[src/sv/awfe_pkg.sv]
// Package for the audio window feature extractor.
// Holds the widths, limits, reset values and the queue entry types.
// No dependencies.
`timescale 1ns / 1ps

package awfe_pkg;

	localparam int MAX_WINDOW_SAMPLES = 4096;

	localparam int RAW_W   = 10;
	localparam int CEN_W   = 11;
	localparam int AMP_W   = 10;
	localparam int ADIF_W  = 11;
	localparam int THR_W   = 7;
	localparam int SUM_W   = 22;
	localparam int CNT_W   = 13;
	localparam int CROSS_W = 12;
	localparam int TOT_W   = 11;
	localparam int SHORT_W = 11;
	localparam int LONG_W  = 10;
	localparam int RUN_W   = 3;

	localparam int CNT_LIM_I = (MAX_WINDOW_SAMPLES > 8191) ? 8191 : MAX_WINDOW_SAMPLES;
	localparam logic [CNT_W-1:0] CNT_LIM = CNT_W'(CNT_LIM_I);

	localparam logic [RAW_W-1:0] MIDPOINT   = RAW_W'(512);
	localparam logic [RAW_W-1:0] MIN_RESET  = '1;
	localparam logic [THR_W-1:0] THR_RESET  = THR_W'(18);
	localparam logic [RUN_W-1:0] RUN_SAT    = RUN_W'(5);
	localparam logic [RUN_W-1:0] RUN_MIN    = RUN_W'(2);
	localparam logic [RUN_W-1:0] RUN_SHORT  = RUN_W'(4);

	localparam int QDEPTH = 4;
	localparam int QPTR_W = $clog2(QDEPTH);
	localparam int QCNT_W = $clog2(QDEPTH + 1);

	typedef struct packed {
		logic [RAW_W-1:0]        raw;
		logic signed [CEN_W-1:0] centered;
		logic [AMP_W-1:0]        amp;
		logic                    pos;
		logic                    neg;
		logic                    above;
		logic                    last;
	} awfe_entry_t;

	typedef struct packed {
		logic        push;
		awfe_entry_t data;
	} awfe_wr_t;

	typedef struct packed {
		logic        valid;
		awfe_entry_t data;
	} awfe_rd_t;

endpackage

[src/sv/audio_window_feature_extractor_core.sv]
// Top level of the audio window feature extractor.
// Connects front end, queue and back end. Depends on awfe_pkg,
// awfe_front, awfe_queue and awfe_back.
//
// Usage:
//   Input channel (in_valid / in_stall): one 10-bit raw sample per item, with
//   last_of_window marking the final sample of an analysis window.
//   Output channel (out_valid / out_stall): one result item per window, sent
//   after the item flagged last_of_window, carrying peak-to-peak, amplitude
//   and difference sums, sample count, zero crossings and burst counts.
//   Configuration: cfg_we writes cfg_wdata into the burst threshold; write
//   only while no item is in flight.
//   Throughput: one item per cycle while in_stall is low. The edge that takes
//   the last item writes it into the queue; when the back end pops it, the
//   features move into the output register and out_valid rises.
//   Stall: while out_stall holds a result, non-last items keep draining; a
//   last item waits in the four-entry queue, and in_stall rises once the
//   queue is full.
//   Reset: arst_n clears the queue, all window state and the output valid,
//   and sets the threshold to 18. No clearing pass is needed.
`timescale 1ns / 1ps

module audio_window_feature_extractor_core import awfe_pkg::*; (
	input  logic               clk,
	input  logic               arst_n,
	input  logic               cfg_we,
	input  logic [THR_W-1:0]   cfg_wdata,
	input  logic               in_valid,
	output logic               in_stall,
	input  logic [RAW_W-1:0]   sample,
	input  logic               last_of_window,
	output logic               out_valid,
	input  logic               out_stall,
	output logic [RAW_W-1:0]   peak_to_peak,
	output logic [SUM_W-1:0]   amplitude_sum,
	output logic [SUM_W-1:0]   difference_sum,
	output logic [CNT_W-1:0]   sample_count,
	output logic [CROSS_W-1:0] zero_crossings,
	output logic [TOT_W-1:0]   burst_count,
	output logic [SHORT_W-1:0] short_burst_count,
	output logic [LONG_W-1:0]  long_burst_count
);

	awfe_wr_t q_wr;
	awfe_rd_t q_rd;
	logic     q_full;
	logic     q_pop;

	awfe_front u_front (
		.clk            (clk),
		.arst_n         (arst_n),
		.cfg_we         (cfg_we),
		.cfg_wdata      (cfg_wdata),
		.in_valid       (in_valid),
		.in_stall       (in_stall),
		.sample         (sample),
		.last_of_window (last_of_window),
		.q_full         (q_full),
		.q_wr           (q_wr)
	);

	awfe_queue u_queue (
		.clk    (clk),
		.arst_n (arst_n),
		.wr     (q_wr),
		.full   (q_full),
		.pop    (q_pop),
		.rd     (q_rd)
	);

	awfe_back u_back (
		.clk               (clk),
		.arst_n            (arst_n),
		.rd                (q_rd),
		.pop               (q_pop),
		.out_valid         (out_valid),
		.out_stall         (out_stall),
		.peak_to_peak      (peak_to_peak),
		.amplitude_sum     (amplitude_sum),
		.difference_sum    (difference_sum),
		.sample_count      (sample_count),
		.zero_crossings    (zero_crossings),
		.burst_count       (burst_count),
		.short_burst_count (short_burst_count),
		.long_burst_count  (long_burst_count)
	);

endmodule

[src/sv/awfe_front.sv]
// Front end of the audio window feature extractor: input handshake,
// threshold register and per-sample classification into a queue entry.
// Depends on awfe_pkg.
`timescale 1ns / 1ps

module awfe_front import awfe_pkg::*; (
	input  logic             clk,
	input  logic             arst_n,
	input  logic             cfg_we,
	input  logic [THR_W-1:0] cfg_wdata,
	input  logic             in_valid,
	output logic             in_stall,
	input  logic [RAW_W-1:0] sample,
	input  logic             last_of_window,
	input  logic             q_full,
	output awfe_wr_t         q_wr
);

	logic [THR_W-1:0]        thr_q;
	logic signed [CEN_W-1:0] cen;
	logic [CEN_W-1:0]        mag;

	always_ff @(posedge clk or negedge arst_n) begin
		if (!arst_n) begin
			thr_q <= THR_RESET;
		end else if (cfg_we) begin
			thr_q <= cfg_wdata;
		end
	end

	always_comb begin
		cen = $signed({1'b0, sample}) - $signed({1'b0, MIDPOINT});
		mag = cen[CEN_W-1] ? CEN_W'(-cen) : CEN_W'(cen);
	end

	assign in_stall = q_full;

	always_comb begin
		q_wr.push          = in_valid && !q_full;
		q_wr.data.raw      = sample;
		q_wr.data.centered = cen;
		q_wr.data.amp      = mag[AMP_W-1:0];
		q_wr.data.neg      = cen[CEN_W-1];
		q_wr.data.pos      = !cen[CEN_W-1] && (cen != '0);
		q_wr.data.above    = mag[AMP_W-1:0] > AMP_W'(thr_q);
		q_wr.data.last     = last_of_window;
	end

endmodule

[src/sv/awfe_queue.sv]
// Short queue between the front end and the accumulator back end.
// Register array with read and write pointers and an occupancy count.
// Depends on awfe_pkg.
`timescale 1ns / 1ps

module awfe_queue import awfe_pkg::*; (
	input  logic     clk,
	input  logic     arst_n,
	input  awfe_wr_t wr,
	output logic     full,
	input  logic     pop,
	output awfe_rd_t rd
);

	awfe_entry_t       mem_q [QDEPTH];
	logic [QPTR_W-1:0] wptr_q;
	logic [QPTR_W-1:0] rptr_q;
	logic [QCNT_W-1:0] cnt_q;

	assign full     = (cnt_q == QCNT_W'(QDEPTH));
	assign rd.valid = (cnt_q != '0);
	assign rd.data  = mem_q[rptr_q];

	always_ff @(posedge clk) begin
		if (wr.push) begin
			mem_q[wptr_q] <= wr.data;
		end
	end

	always_ff @(posedge clk or negedge arst_n) begin
		if (!arst_n) begin
			wptr_q <= '0;
			rptr_q <= '0;
			cnt_q  <= '0;
		end else begin
			if (wr.push) begin
				wptr_q <= (wptr_q == QPTR_W'(QDEPTH - 1)) ? '0 : wptr_q + 1'b1;
			end
			if (pop) begin
				rptr_q <= (rptr_q == QPTR_W'(QDEPTH - 1)) ? '0 : rptr_q + 1'b1;
			end
			if (wr.push && !pop) begin
				cnt_q <= cnt_q + 1'b1;
			end else if (!wr.push && pop) begin
				cnt_q <= cnt_q - 1'b1;
			end
		end
	end

	a_cnt_range: assert property (@(posedge clk) disable iff (!arst_n)
		cnt_q <= QCNT_W'(QDEPTH))
		else $error("queue count beyond depth");

	a_no_overflow: assert property (@(posedge clk) disable iff (!arst_n)
		!(wr.push && full))
		else $error("push into full queue");

	a_no_underflow: assert property (@(posedge clk) disable iff (!arst_n)
		pop |-> rd.valid)
		else $error("pop from empty queue");

endmodule

[src/sv/awfe_back.sv]
// Back end of the audio window feature extractor: window accumulators,
// crossing and burst counters, and the result output register.
// Depends on awfe_pkg.
`timescale 1ns / 1ps

module awfe_back import awfe_pkg::*; (
	input  logic               clk,
	input  logic               arst_n,
	input  awfe_rd_t           rd,
	output logic               pop,
	output logic               out_valid,
	input  logic               out_stall,
	output logic [RAW_W-1:0]   peak_to_peak,
	output logic [SUM_W-1:0]   amplitude_sum,
	output logic [SUM_W-1:0]   difference_sum,
	output logic [CNT_W-1:0]   sample_count,
	output logic [CROSS_W-1:0] zero_crossings,
	output logic [TOT_W-1:0]   burst_count,
	output logic [SHORT_W-1:0] short_burst_count,
	output logic [LONG_W-1:0]  long_burst_count
);

	logic signed [CEN_W-1:0] prev_q;
	logic [RAW_W-1:0]        min_q, max_q;
	logic [SUM_W-1:0]        asum_q, dsum_q;
	logic [CNT_W-1:0]        cnt_q;
	logic [CROSS_W-1:0]      cross_q;
	logic                    inside_q;
	logic [RUN_W-1:0]        run_q;
	logic [TOT_W-1:0]        tot_q;
	logic [SHORT_W-1:0]      short_q;
	logic [LONG_W-1:0]       long_q;
	logic                    ovalid_q;

	logic [RAW_W-1:0]        min_n, max_n;
	logic [SUM_W-1:0]        asum_n, dsum_n;
	logic [SUM_W:0]          asum_w, dsum_w;
	logic signed [CEN_W:0]   dif;
	logic [ADIF_W-1:0]       adif;
	logic [CNT_W-1:0]        cnt_n;
	logic [CROSS_W-1:0]      cross_n;
	logic                    inside_n;
	logic [RUN_W-1:0]        run_n;
	logic [TOT_W-1:0]        tot_n;
	logic [SHORT_W-1:0]      short_n;
	logic [LONG_W-1:0]       long_n;
	logic                    prev_pos, prev_neg;
	awfe_entry_t             e;

	assign e   = rd.data;
	assign pop = rd.valid && (!e.last || !ovalid_q || !out_stall);

	always_comb begin
		min_n  = (e.raw < min_q) ? e.raw : min_q;
		max_n  = (e.raw > max_q) ? e.raw : max_q;
		asum_w = {1'b0, asum_q} + (SUM_W + 1)'(e.amp);
		asum_n = asum_w[SUM_W] ? '1 : asum_w[SUM_W-1:0];
		dif    = (CEN_W + 1)'(e.centered) - (CEN_W + 1)'(prev_q);
		adif   = dif[CEN_W] ? ADIF_W'(-dif) : ADIF_W'(dif);
		dsum_w = {1'b0, dsum_q} + (SUM_W + 1)'(adif);
		if (cnt_q == '0) begin
			dsum_n = dsum_q;
		end else begin
			dsum_n = dsum_w[SUM_W] ? '1 : dsum_w[SUM_W-1:0];
		end
		cnt_n    = (cnt_q >= CNT_LIM) ? CNT_LIM : cnt_q + 1'b1;
		prev_neg = prev_q[CEN_W-1];
		prev_pos = !prev_q[CEN_W-1] && (prev_q != '0);
		cross_n  = cross_q;
		if (((e.pos && prev_neg) || (e.neg && prev_pos)) && (cross_q != '1)) begin
			cross_n = cross_q + 1'b1;
		end
		inside_n = inside_q;
		run_n    = run_q;
		tot_n    = tot_q;
		short_n  = short_q;
		long_n   = long_q;
		if (e.above) begin
			inside_n = 1'b1;
			if (!inside_q) begin
				run_n = RUN_W'(1);
			end else if (run_q < RUN_SAT) begin
				run_n = run_q + 1'b1;
			end
		end else if (inside_q) begin
			inside_n = 1'b0;
			run_n    = '0;
			if (run_q >= RUN_MIN) begin
				if (tot_q != '1) begin
					tot_n = tot_q + 1'b1;
				end
				if (run_q <= RUN_SHORT) begin
					if (short_q != '1) begin
						short_n = short_q + 1'b1;
					end
				end else if (long_q != '1) begin
					long_n = long_q + 1'b1;
				end
			end
		end
	end

	always_ff @(posedge clk or negedge arst_n) begin
		if (!arst_n) begin
			prev_q   <= '0;
			min_q    <= MIN_RESET;
			max_q    <= '0;
			asum_q   <= '0;
			dsum_q   <= '0;
			cnt_q    <= '0;
			cross_q  <= '0;
			inside_q <= 1'b0;
			run_q    <= '0;
			tot_q    <= '0;
			short_q  <= '0;
			long_q   <= '0;
		end else if (pop) begin
			if (e.last) begin
				prev_q   <= '0;
				min_q    <= MIN_RESET;
				max_q    <= '0;
				asum_q   <= '0;
				dsum_q   <= '0;
				cnt_q    <= '0;
				cross_q  <= '0;
				inside_q <= 1'b0;
				run_q    <= '0;
				tot_q    <= '0;
				short_q  <= '0;
				long_q   <= '0;
			end else begin
				prev_q   <= e.centered;
				min_q    <= min_n;
				max_q    <= max_n;
				asum_q   <= asum_n;
				dsum_q   <= dsum_n;
				cnt_q    <= cnt_n;
				cross_q  <= cross_n;
				inside_q <= inside_n;
				run_q    <= run_n;
				tot_q    <= tot_n;
				short_q  <= short_n;
				long_q   <= long_n;
			end
		end
	end

	always_ff @(posedge clk or negedge arst_n) begin
		if (!arst_n) begin
			ovalid_q <= 1'b0;
		end else if (pop && e.last) begin
			ovalid_q <= 1'b1;
		end else if (!out_stall) begin
			ovalid_q <= 1'b0;
		end
	end

	always_ff @(posedge clk) begin
		if (pop && e.last) begin
			peak_to_peak      <= max_n - min_n;
			amplitude_sum     <= asum_n;
			difference_sum    <= dsum_n;
			sample_count      <= cnt_n;
			zero_crossings    <= cross_n;
			burst_count       <= tot_n;
			short_burst_count <= short_n;
			long_burst_count  <= long_n;
		end
	end

	assign out_valid = ovalid_q;

	a_run_range: assert property (@(posedge clk) disable iff (!arst_n)
		run_q <= RUN_SAT)
		else $error("run length beyond saturation");

	a_clear_after_last: assert property (@(posedge clk) disable iff (!arst_n)
		(pop && e.last) |=> (cnt_q == '0 && !inside_q && tot_q == '0))
		else $error("window state not cleared after last item");

	a_no_result_overwrite: assert property (@(posedge clk) disable iff (!arst_n)
		(pop && e.last) |-> (!ovalid_q || !out_stall))
		else $error("pending result overwritten");

	a_burst_split: assert property (@(posedge clk) disable iff (!arst_n)
		(tot_q != '1) |-> (TOT_W'(short_q) + TOT_W'(long_q) == tot_q))
		else $error("burst totals inconsistent");

endmodule

[config.mk]
export PLATFORM = sky130hd
export DESIGN_NAME = audio_window_feature_extractor_core
export DESIGN_NICKNAME = d
export VERILOG_FILES = /design/src/sv/awfe_pkg.sv /design/src/sv/audio_window_feature_extractor_core.sv /design/src/sv/awfe_front.sv /design/src/sv/awfe_queue.sv /design/src/sv/awfe_back.sv
export SDC_FILE = /design/constraint.sdc
export NUM_CORES = 1
export LEC_CHECK = 0
export BUFFER_PORTS_ARGS = -buffer_cell sky130_fd_sc_hd__buf_2
export CORE_MARGIN = 5
export CORE_UTILIZATION = 61
export CTS_CLUSTER_DIAMETER = 60
export DETAILED_ROUTE_END_ITERATION = 10
export PLACE_DENSITY = 0.81
export SLEW_MARGIN = 20
export SYNTH_ARGS = -nofsm -noshare
export SYNTH_HDL_FRONTEND = slang
export SYNTH_SLANG_ARGS = --single-unit
export TNS_END_PERCENT = 30
[constraint.sdc]
create_clock -name clk -period 14.1 [get_ports clk]
set_input_delay 2.115 -clock clk [delete_from_list [all_inputs] [get_ports clk]]
set_output_delay 2.115 -clock clk [all_outputs]
set_load 0.005 [all_outputs]
* After elaboration in Yosys (flattened, before gate mapping)
Memory sizes are Yosys's and may differ from the RTL's.
Index checks and enable logic that the tools add are counted.
** Word-level totals
- Input bits :: 23
- Logic and storage cells :: 135
- Memories kept :: 1
- Memory bits (writable) :: 140
- Output and inout bits :: 113
- Register bits after elaboration :: 262
** Operators by class
- Reduce and logical (&&, ||, !) cells :: 28
- Eq/ne operators :: 9
- Order comparisons :: 7
- Muxes and demuxes :: 48
- $add $sub $neg :: 17
** Memories
- u_queue.mem_q :: words 4, width 35, read ports 1, clocked after memory_dff 0, wr ports 1, line awfe_queue.sv:15 : awfe_entry_t mem_q [QDEPTH];
** Operators with widths (number)
- 2-to-1 mux 11 bit :: 13
- 2-to-1 mux 10 bit :: 11
- 2-to-1 mux 22 bit :: 5
- 2-to-1 mux 13 bit :: 2
- 2-to-1 mux 12 bit :: 2
- adder 22 x 10 -> 23 bit :: 1
- adder 22 x 11 -> 23 bit :: 1
- adder 11 x 1 -> 11 bit, second input constant :: 2
- != test 11 bit, second input constant :: 2
- nonzero test 11 bit :: 2
- 2-to-1 mux 3 bit :: 7
- adder 13 x 1 -> 13 bit, second input constant :: 1
- >= comparator 13 bit, second input constant :: 1
- zero test 13 bit :: 1
- adder 12 x 1 -> 12 bit, second input constant :: 1
- != test 12 bit, second input constant :: 1
- subtractor 11 x 11 -> 12 bit :: 1
- negator 11 bit :: 1
- subtractor 10 x 10 -> 11 bit, second input constant :: 1
- adder 10 x 1 -> 10 bit, second input constant :: 1
- greater-than comparator 10 bit :: 1
- greater-than comparator 10 x 7 -> 1 bit :: 1
- logical AND 1 bit :: 10
- less-than comparator 10 bit :: 1
- other kinds (20) :: 39

* Logic depth before layout (Yosys ltp)
Gate-level depths: netlist of the first run.
An unclocked memory read counts as a cell.
- Depth after elaboration :: 8
- Gate-level depth with buffers :: 21
- Mapped depth without buffers :: 20

* By module
A second synthesis of the first run with hierarchy kept.
** Unflattened totals
- Cell total of the unflattened synthesis :: 1684
- Area, all modules :: 20064.2 um2
** By module, submodules not included
- awfe_back :: area an instance 13704.4 um2, sequential area each 6774.0 um2, cells each 1356, times used 1
- awfe_queue :: area an instance 5522.8 um2, sequential area each 4379.2 um2, cells each 220, times used 1
- awfe_front :: area an instance 837.1 um2, sequential area each 177.7 um2, cells each 108, times used 1

* Least setup slack after synthesis of the first run
No wires, ideal clock.
- Path type :: register to register
- Start point :: register u_queue.rptr_q[0]
- End point :: register u_back.difference_sum[15] (data pin)
- Setup slack :: 8.740 ns
- Stages on the path, launching flop included :: 20
- Data required time :: 13.840 ns
- Path buffers :: 2
- Clock period less this slack :: 5.360 ns
- Arrival time :: 5.100 ns
- Setup time :: 0.260 ns
- Cells stage by stage :: dfrtp_1 > buf_6 > buf_2 > mux4_2 > ha_1 > nor2b_1 > o21a_1 > or3_1 > a211oi_1 > nor4b_2 > mux2i_1 > mux2i_1 > ha_1 > and3_1 > and2_1 > and3_1 > a211o_1 > o211ai_1 > nand2_1 > mux2_2
** On the way
- Word-level cells in the longest chain between the ends :: 7
** Ends and longest elaborated chain
- start: declaration :: line awfe_queue.sv:17 : logic [QPTR_W-1:0] rptr_q;
- start signal: assignment :: line awfe_queue.sv:40 : rptr_q <= (rptr_q == QPTR_W'(QDEPTH - 1)) ? '0 : rptr_q + 1'b1;
- memory read (4 x 35 bit) *
- subtractor 11 x 11 -> 12 bit * :: line awfe_back.sv:58 : dif = (CEN_W + 1)'(e.centered) - (CEN_W + 1)'(prev_q);
- negator 11 bit :: line awfe_back.sv:59 : adif = dif[CEN_W] ? ADIF_W'(-dif) : ADIF_W'(dif);
- 2-to-1 mux 11 bit * :: line awfe_back.sv:59
- adder 22 x 11 -> 23 bit * :: line awfe_back.sv:60 : dsum_w = {1'b0, dsum_q} + (SUM_W + 1)'(adif);
- 2-to-1 mux 22 bit * :: line awfe_back.sv:64 : dsum_n = dsum_w[SUM_W] ? '1 : dsum_w[SUM_W-1:0];
- 2-to-1 mux 22 bit * :: line awfe_back.sv:61 : if (cnt_q == '0) begin
- named net u_back.dsum_n[15] :: line awfe_back.sv:36 : logic [SUM_W-1:0] asum_n, dsum_n;
- end signal: assignment :: line awfe_back.sv:162 : difference_sum <= dsum_n;
- end: declaration :: line awfe_back.sv:15 : output logic [SUM_W-1:0] difference_sum,
Mark *: on every way through the listed nets, which the timed path passes. The rest lies on a longest branch.
A chain may end at the register's enable or synchronous reset.

* Worst setup path after layout of the first run
- Start point :: register u_queue.rptr_q[0]
- End point :: register u_back.dsum_q[14]
** On the way
- Word-level cells in the longest chain between the ends :: 8
- Elaborated cells between the ends (all ways) :: 12
- Classes of those cells :: add/sub: 3; mux: 4; reduce/logical: 4; memory: 1
** Ends and longest elaborated chain
- memory read (4 x 35 bit) *
- subtractor 11 x 11 -> 12 bit :: line awfe_back.sv:58
- negator 11 bit :: line awfe_back.sv:59
- 2-to-1 mux 11 bit :: line awfe_back.sv:59
- adder 22 x 11 -> 23 bit :: line awfe_back.sv:60
- 2-to-1 mux 22 bit :: line awfe_back.sv:64
- 2-to-1 mux 22 bit :: line awfe_back.sv:61
- 2-to-1 mux 22 bit :: line awfe_back.sv:118 : if (e.last) begin
- end signal: assignment :: line awfe_back.sv:136 : dsum_q <= dsum_n;
- end: declaration :: line awfe_back.sv:25 : logic [SUM_W-1:0] asum_q, dsum_q;
Every way passes the cells marked *; elsewhere a longest branch is shown, timed or not.

==> flow_summary.json, run 1 <==
{
  "status": "complete, no violations",
  "yosysMostFrequentCell": "edfxtp_1",
  "area_growth_pct": 13.4,
  "vias": 13200,
  "drc": 0,
  "setup_viol": 0,
  "gp_congestion": 0.910,
  "drv_slew": 0,
  "first_global_vias": 13066,
  "grt_max_degree": 85,
  "netlist_top_cells_count": "edfxtp_1 (203), nand2_1 (148), dfrtp_1 (138)",
  "layout.nets": 1829,
  "synth.area.mux_share_pct": 4.30,
  "hold_depth": 1,
  "crit_end": "u_back.dsum_q[14]",
  "postCtsHoldBufs": 0,
  "clock_latency_ns": 0.54,
  "place_ws_ns": 7.88,
  "n_antenna_cell": 0,
  "io_buffers": 135,
  "die-area_um2": 33300,
  "ys_warn_count": 0,
  "syn_area_um2": 18200,
  "ioPinCount": 136,
  "antenna_found_initial": 1,
  "hold_violations": 0,
  "cts_resized": 0,
  "hp-class": "reg -> reg",
  "end_kind": "flip-flop",
  "finalWorstSetupSlack_ns": 7.87,
  "routedWlPerCell_um": 19.4,
  "worst_pin_slew_ns": 1.05,
  "coreArea_um2": 29500,
  "cap_violations": 0,
  "synth_edf_count": 203,
  "tritoncts": "yes",
  "maxSlewHeadroom_pct": 29.9,
  "synth_top_family_by_area": "compound AO/OA/AOI/OAI gates",
  "cts.sinks": 353,
  "gr-total-overflow": 0,
  "startpoint": "u_queue.rptr_q[0]",
  "cp_max_fo": 26,
  "synthAdderAreaFrac_pct": 6.20,
  "drtAntennaViolNets": 0,
  "r2r_slack_ns": 7.87,
  "synth_top_flop_cell": "edfxtp_1",
  "start_kind": "flip-flop",
  "drt_pass1_iterations": 6,
  "finClkSkew_ns": 0.0205,
  "stdcell_count": 2140,
  "grtUsageTotal_pct": 24.6,
  "wl_um": 41400,
  "syn_avg_cell_area_um2": 11.4,
  "synthArstFlopShare_pct": 42.5,
  "synth-seq-cells": 353,
  "r2r_cells": 21,
  "fmaxAchievable_mhz": 160,
  "fin_tns_setup_ns": 0,
  "r2r_start": "u_queue.rptr_q[0]",
  "cts_max_level": 2,
  "regToRegEndpoint": "u_back.dsum_q[14]",
  "synth_compound_area_share_pct": 16.3,
  "ys_types": 83,
  "die_height_um": 183,
  "worst-setup-path-type": "reg -> reg",
  "clockBufferDepth": 3,
  "mappedNetlistNets": 1701,
  "syn_inst": 1591,
  "placed_cells": 2068,
  "fin_crit_sh_pct": 44.2,
  "min_from": "u_queue.cnt_q[2]",
  "required_ns": 14.52,
  "rows": 63,
  "vias_per_cell": 6.17,
  "post-route-util_pct": 69.9,
  "synth_xor_area_share_pct": 4.34,
  "postCtsSetupBuffers": 0,
  "grt_pass1_wl_um": 67200,
  "rsz0062_at_grt": "no",
  "drive_gt1_share_pct": 16.6,
  "synthSimpleGateAreaFrac_pct": 11.2,
  "cts_made_buffers": 39,
  "dieWidth_um": 183,
  "cts-root-buf": "clkbuf_16",
  "critPathArrivalTime_ns": 6.65,
  "dr.first_iter.drc_count": 1202,
  "place_hpwl_um": 27100,
  "yosysTopAreaCellShare_pct": 33.6,
  "clk_pin_slew_worst_paths_ns": 0.07,
  "yosysSeqAreaShare_pct": 54.3,
  "initial_core_util_pct": 61.6,
  "post-route-min-period_ns": 6.23,
  "ys_top_cells_by_area": "edfxtp_1 (34%), dfrtp_1 (19%), ha_1 (5.7%)",
  "synth_largest_area_cell": "edfxtp_1"
}
==> logic make-up after synthesis <==
family,after synthesis
adder cells (fa/ha/maj),87
AO/OA/AOI/OAI,442
AND/OR/NAND/NOR,418
multiplexers,47
flip-flops,353
buffers and inverters,154
XOR/XNOR,90
==> layout make-up <==
class / instances / area, um2
Sequential cell: 353 / 9860
Fill cell: 2073 / 8890
Multi-Input combinational cell: 1084 / 7710
Clock buffer: 55 / 1150
Timing Repair Buffer: 151 / 802
Tap cell: 390 / 488
Inverter: 90 / 340
Clock inverter: 17 / 243
==> critical path, cell delays in order (launching register included) <==
cell      delay (ns)
dfrtp_1         0.32
buf_4           0.41
mux4_2          0.65
inv_1           0.14
ha_1            0.18
inv_1           0.06
fa_1            0.39
xnor2_1         0.30
and3_1          0.23
inv_1           0.05
a211oi_1        0.33
nor4b_2         0.36
mux2i_1         0.24
mux2i_1         0.10
ha_1            0.35
and3_1          0.22
and2_1          0.20
and3_1          0.21
a211oi_2        0.45
a21boi_1        0.36
a31o_2          0.33
a21oi_1         0.24
==> stage by stage <==
stage,hold slack [ns],area (um2)
CTS,0.491,20600
detailed placement,0.484,19200
global route,0.524,20600
floorplan,0.456,18200
global placement,0.477,19200
finish,0.499,20600
==> state kept, by name, summed over array words and instances, names as in the netlist, 7 cells and up <==
register	count
u_back.long_burst_count	10
u_back.zero_crossings	12
u_back.amplitude_sum	22
u_back.difference_sum	22
u_back.asum_q	22
u_front.thr_q	7
u_back.prev_q	10
u_back.sample_count	13
u_queue.mem_q	92
u_back.long_q	10
u_back.dsum_q	22
u_back.tot_q	11
u_back.short_burst_count	11
u_back.short_q	11
u_back.burst_count	11
u_back.min_q	10
u_back.cnt_q	13
u_back.cross_q	12
u_back.max_q	10
u_back.peak_to_peak	10
==> layer usage <==
layer | vias up | track usage (%) | part of all wire [%]
li1 | 6143 | - | -
met1 | 6518 | 32.0 | 41
met2 | 444 | 42.5 | 50
met3 | 93 | 4.05 | 6.0
met4 | 2 | 7.69 | 2.8
met5 | - | 0 | 0.031
==> how the worst min path moves through the flow <==
stage / to / slack [ns]
4_1_cts: u_queue.cnt_q[2] / 0.49
3_5_place_dp: u_queue.cnt_q[2] / 0.48
2_1_floorplan: u_queue.cnt_q[2] / 0.46
6_report: u_queue.cnt_q[2] / 0.50
3_3_place_gp: u_queue.cnt_q[2] / 0.48
5_1_grt: u_back.max_q[5] / 0.52
==> placed cells by master (no fill, tap or decap), types with 8 or more instances in the layout <==
master     synthesis  routed
edfxtp_1         203     203
nand2_1          148     148
dfrtp_1          138     138
buf_2             12     134
o21ai_0          130     130
inv_1             88      88
nor2_1            87      86
a21oi_1           84      84
ha_1              82      82
xnor2_1           50      50
a22o_1            43      43
clkbuf_16          0      41
xor2_1            40      40
nand3_1           32      32
a21o_1            30      30
o21a_1            28      28
and3_1            28      28
nor3_1            26      26
mux4_2            21      21
nand4_1           18      18
o31ai_1           17      17
buf_4              0      16
a31oi_1           14      14
nor2b_1           13      13
mux2_2            12      12
mux2i_1           12      12
o22a_1            12      12
dfstp_2           12      12
a211oi_1          11      11
and2_1            10      10
nand2b_1           9       9
and4_1             9       9
nor4_1             8       8
Power of run 1 is not shown: default switching activity piles up to over one toggle a cycle in this logic, so the estimate is an artifact.
==> inputs of run 2 (changes only) <==
==> constraint.sdc (replaced) <==
create_clock -name clk -period 5.9 [get_ports clk]
set_input_delay 0.885 -clock clk [delete_from_list [all_inputs] [get_ports clk]]
set_output_delay 0.885 -clock clk [all_outputs]
set_load 0.005 [all_outputs]
==> flow_summary.json, run 2 (synthesis gave the netlist of run 1 again) <==
{
  "fin_crit_sh_pct": 94.7,
  "io_buffers": 135,
  "hp-class": "in -> async",
  "ioPinCount": 136,
  "die_height_um": 183,
  "place_hpwl_um": 27000,
  "post-route-min-period_ns": 5.59,
  "layout.nets": 1841,
  "routedWlPerCell_um": 19.0,
  "maxSlewHeadroom_pct": 34.2,
  "grtUsageTotal_pct": 24.4,
  "cap_violations": 0,
  "drv_slew": 0,
  "mostFrequentLayoutCell": "edfxtp_1",
  "status": "complete, no violations",
  "setup_viol": 0,
  "startpoint": "u_queue.rptr_q[0]",
  "clockBufferDepth": 3,
  "fin_tns_setup_ns": 0,
  "rows": 63,
  "critPathArrivalTime_ns": 5.85,
  "cts-root-buf": "clkbuf_16",
  "first_global_vias": 12848,
  "rsz0062_at_grt": "no",
  "tritoncts": "yes",
  "start_kind": "flip-flop",
  "grt_pass1_wl_um": 66700,
  "dr.first_iter.drc_count": 1210,
  "final_cell_mix": "edfxtp_1 (203), nand2_1 (148), dfrtp_1 (138), buf_2 (134), o21ai_0 (130)",
  "clock_latency_ns": 0.52,
  "drtAntennaViolNets": 0,
  "gr-total-overflow": 0,
  "dieWidth_um": 183,
  "grt_max_degree": 67,
  "worst_pin_slew_ns": 0.984,
  "clk_pin_slew_worst_paths_ns": 0.06,
  "crit_end": "u_back.difference_sum[6]",
  "vias_per_cell": 6.11,
  "worst-setup-path-type": "reg -> reg",
  "antenna_found_initial": 1,
  "postCtsHoldBufs": 0,
  "r2r_slack_ns": 0.31,
  "die-area_um2": 33300,
  "fmaxAchievable_mhz": 179,
  "required_ns": 6.17,
  "regToRegEndpoint": "u_back.difference_sum[6]",
  "drc": 0,
  "drive_gt1_share_pct": 17.4,
  "drt_pass1_iterations": 5,
  "largest_reg_flops": 92,
  "cp_max_fo": 9,
  "wl_um": 40900,
  "area_growth_pct": 13.9,
  "n_antenna_cell": 0,
  "cts.sinks": 353,
  "finClkSkew_ns": 0.0185,
  "hold_violations": 0,
  "r2r_start": "u_queue.rptr_q[0]",
  "vias": 13133,
  "cts_made_buffers": 39,
  "cts_max_level": 2,
  "gp_congestion": 0.908,
  "r2r_cells": 16,
  "top_register": "u_queue.mem_q",
  "end_kind": "flip-flop",
  "coreArea_um2": 29500,
  "initial_core_util_pct": 61.6
}
==> run 2: cell count changes in the layout (fill, tap and decap cells not counted), moves of 2 or more <==
| cell | delta |
|---|---|
| buf_4 | +11 |
| clkinv_2 | +5 |
| clkbuf_1 | -3 |
| clkbuf_8 | -3 |
| and2_1 | -2 |
| and2_2 | +2 |
| clkbuf_16 | -2 |
| clkinv_1 | +2 |
| clkinvlp_4 | -2 |
==> run 2: layout make-up <==
cell class | count | area, um2
Sequential cell | 353 | 9860
Inverter | 90 | 340
Timing Repair Buffer | 163 | 905
Multi-Input combinational cell | 1084 | 7740
Clock inverter | 24 | 290
Fill cell | 2092 | 8810
Tap cell | 390 | 488
Clock buffer | 47 | 1050
==> run 2: worst min-delay path by stage <==
stage	endpoint	slack, ns	cells after the start
after CTS	u_back.cnt_q[7]	0.26	1
after global routing	u_back.cnt_q[10]	0.27	1
after global placement	u_queue.cnt_q[2]	0.48	1
after detailed placement	u_queue.cnt_q[2]	0.48	1
after floorplan	u_queue.cnt_q[2]	0.46	1
final	u_back.cnt_q[7]	0.26	1
==> run 2: metrics by stage <==
stage / hold WS, ns / util, % / cells / worst slack (ns) / cell area (um2)
after global routing: 0.268 / 70.1 / 2151 / 0.00275 / 20700
after global placement: 0.475 / 65.5 / 2079 / 0.402 / 19300
after detailed placement: 0.484 / 65.5 / 2079 / 0.272 / 19300
final: 0.262 / 70.1 / 2151 / 0.315 / 20700
after CTS: 0.258 / 70.0 / 2150 / 0.237 / 20600
after floorplan: 0.456 / - / 1591 / 0.540 / 18200
==> run 2: metal layers <==
layer  share of wire [%]  global-route usage [%]  vias to the layer above
li1                    -                       -                     6191
met3                 6.0                    3.55                       77
met2                  50                    41.8                      468
met4                 2.3                    7.11                        2
met5               0.039                       0                        -
met1                  42                    32.5                     6395
==> run 2: critical path, cell delays in order (launching register included) <==
cell and delay, ns:
dfrtp_1 0.43, mux4_2 0.70, ha_1 0.33, nor2b_1 0.15, o21a_1 0.18, or3_1 0.36
and2_1 0.21, nor4_1 0.48, nand3_1 0.13, o41ai_1 0.43, ha_1 0.38, and2_1 0.20
and3_1 0.23, a211o_1 0.35, o211ai_4 0.28, o21ai_0 0.18, mux2_2 0.29
==> run 2: repair_timing <==
action	CTS	global route
setup endpoints to repair	0	18
resized for setup	0	4
buffers inserted	0	1
Power of run 2 is left out for the same reason.
==> inputs of run 3 (changes only) <==
==> constraint.sdc (replaced) <==
create_clock -name clk -period 5.9 [get_ports clk]
set_input_delay 1.18 -clock clk [delete_from_list [all_inputs] [get_ports clk]]
set_output_delay 1.18 -clock clk [all_outputs]
set_load 0.005 [all_outputs]
==> flow_summary.json, run 3 (synthesis gave the netlist of run 1 again) <==
{
  "status": "complete, no violations",
  "placed_cell_area_um2": 19300,
  "hp-class": "reg -> reg",
  "die_height_um": 183,
  "place_hpwl_um": 27200,
  "antenna_found_initial": 1,
  "grt_max_degree": 65,
  "io_buffers": 135,
  "end_kind": "flip-flop",
  "start_kind": "flip-flop",
  "stdcell_area_um2": 20700,
  "dr.first_iter.drc_count": 1215,
  "largest_reg_flops": 92,
  "mostFrequentLayoutCell": "edfxtp_1",
  "cts_max_level": 2,
  "required_ns": 6.17,
  "cp_max_fo": 13,
  "fin_crit_sh_pct": 96.5,
  "grt_pass1_wl_um": 67000,
  "drc": 0,
  "max_stage_delay_ns": 0.60,
  "vias_per_cell": 6.15,
  "finClkSkew_ns": 0.0177,
  "grtUsageTotal_pct": 24.5,
  "worst_pin_slew_ns": 1.01,
  "n_antenna_cell": 0,
  "top_register": "u_queue.mem_q",
  "initial_core_util_pct": 61.6,
  "drive_gt1_share_pct": 17.5,
  "crit_buf_inv": 1,
  "clockBufferDepth": 3,
  "drt_pass1_iterations": 6,
  "dieWidth_um": 183,
  "drtAntennaViolNets": 0,
  "maxSlewHeadroom_pct": 32.5,
  "cts_made_buffers": 40,
  "critPathTopFamily": "simple AND/OR/NAND/NOR gates",
  "critPathArrivalTime_ns": 5.97,
  "vias": 13226,
  "slowest_stage": "mux4_2",
  "rows": 63,
  "cts.sinks": 353,
  "clock_latency_ns": 0.53,
  "cap_violations": 0,
  "gp_congestion": 0.920,
  "die-area_um2": 33300,
  "coreArea_um2": 29500,
  "rsz0062_at_grt": "yes",
  "fmaxAchievable_mhz": 176,
  "drv_slew": 0,
  "wl_um": 40900,
  "setup_viol": 0,
  "worst-setup-path-type": "reg -> reg",
  "layout.nets": 1838,
  "cts-root-buf": "clkbuf_16",
  "area_growth_pct": 13.9,
  "first_global_vias": 13187,
  "post-route-min-period_ns": 5.70,
  "hold_violations": 0,
  "final_cell_mix": "edfxtp_1 (203), nand2_1 (148), dfrtp_1 (138), buf_2 (134), o21ai_0 (130)",
  "tritoncts": "yes",
  "routedWlPerCell_um": 19.0,
  "crit_chain": "buf_4 -> mux4_2 -> ha_1 -> nor2b_1 -> o21a_1 -> or3_1 -> and2_1 -> nor4_1 -> nand3_1 -> o41ai_1 -> ha_1 -> and2_1 -> and3_1 -> a211o_1 -> o211ai_4 -> o21ai_0 -> mux2_2",
  "ioPinCount": 136,
  "post-route-util_pct": 70.2,
  "clk_pin_slew_worst_paths_ns": 0.06,
  "gr-total-overflow": 0
}
-- run 3: cell type report --
| type | instances | area (um2) |
|---|---|---|
| repair buffers | 159 | 875 |
| multi-input cells | 1084 | 7730 |
| clock buffers | 51 | 1110 |
| flip-flops and latches | 353 | 9860 |
| well taps | 390 | 488 |
| fillers | 2085 | 8790 |
| inverters | 90 | 340 |
| clock inverters | 23 | 275 |
-- run 3: path summary, 6_finish.rpt --
| kind | start | end | slack [ns] | cells past startpoint |
|---|---|---|---|---|
| max | u_queue.rptr_q[0] | u_back.difference_sum[6] | 0.20 | 17 |
| max reg2reg | u_queue.rptr_q[0] | u_back.difference_sum[6] | 0.20 | 17 |
| min | u_queue.cnt_q[2] | u_queue.cnt_q[2] | 0.50 | 1 |
| max in group asynchronous | arst_n | u_back.prev_q[6] | 4.17 | 2 |
| min reg2reg | u_queue.cnt_q[2] | u_queue.cnt_q[2] | 0.50 | 1 |
| min in group asynchronous | arst_n | u_back.dsum_q[16] | 0.60 | 1 |
-- run 3: per-stage QoR --
step	hold slack [ns]	setup slack, ns	setup TNS (ns)	instances
CTS	0.503	0.258	0	2150
global route	0.510	-0.0378	-0.0378	2150
detailed placement	0.487	0.261	0	2076
global placement	0.477	0.488	0	2076
floorplan	0.456	0.540	0	1591
finish	0.502	0.204	0	2150
-- run 3: repair_timing --
action / 4_1_cts / 5_1_grt
gates resized for setup: 0 / 3
setup endpoints to repair: 0 / 5
hold buffers: 0 / 0
buffers inserted: 0 / 0
-- run 3: metal layers --
layer,routed length (um),up-vias,GRT usage (%)
met5,13,-,0
met1,16800,6443,32.2
li1,-,6178,-
met2,19900,489,41.7
met4,1340,2,8.47
met3,2860,114,3.71
Power of run 3 is left out for the same reason.
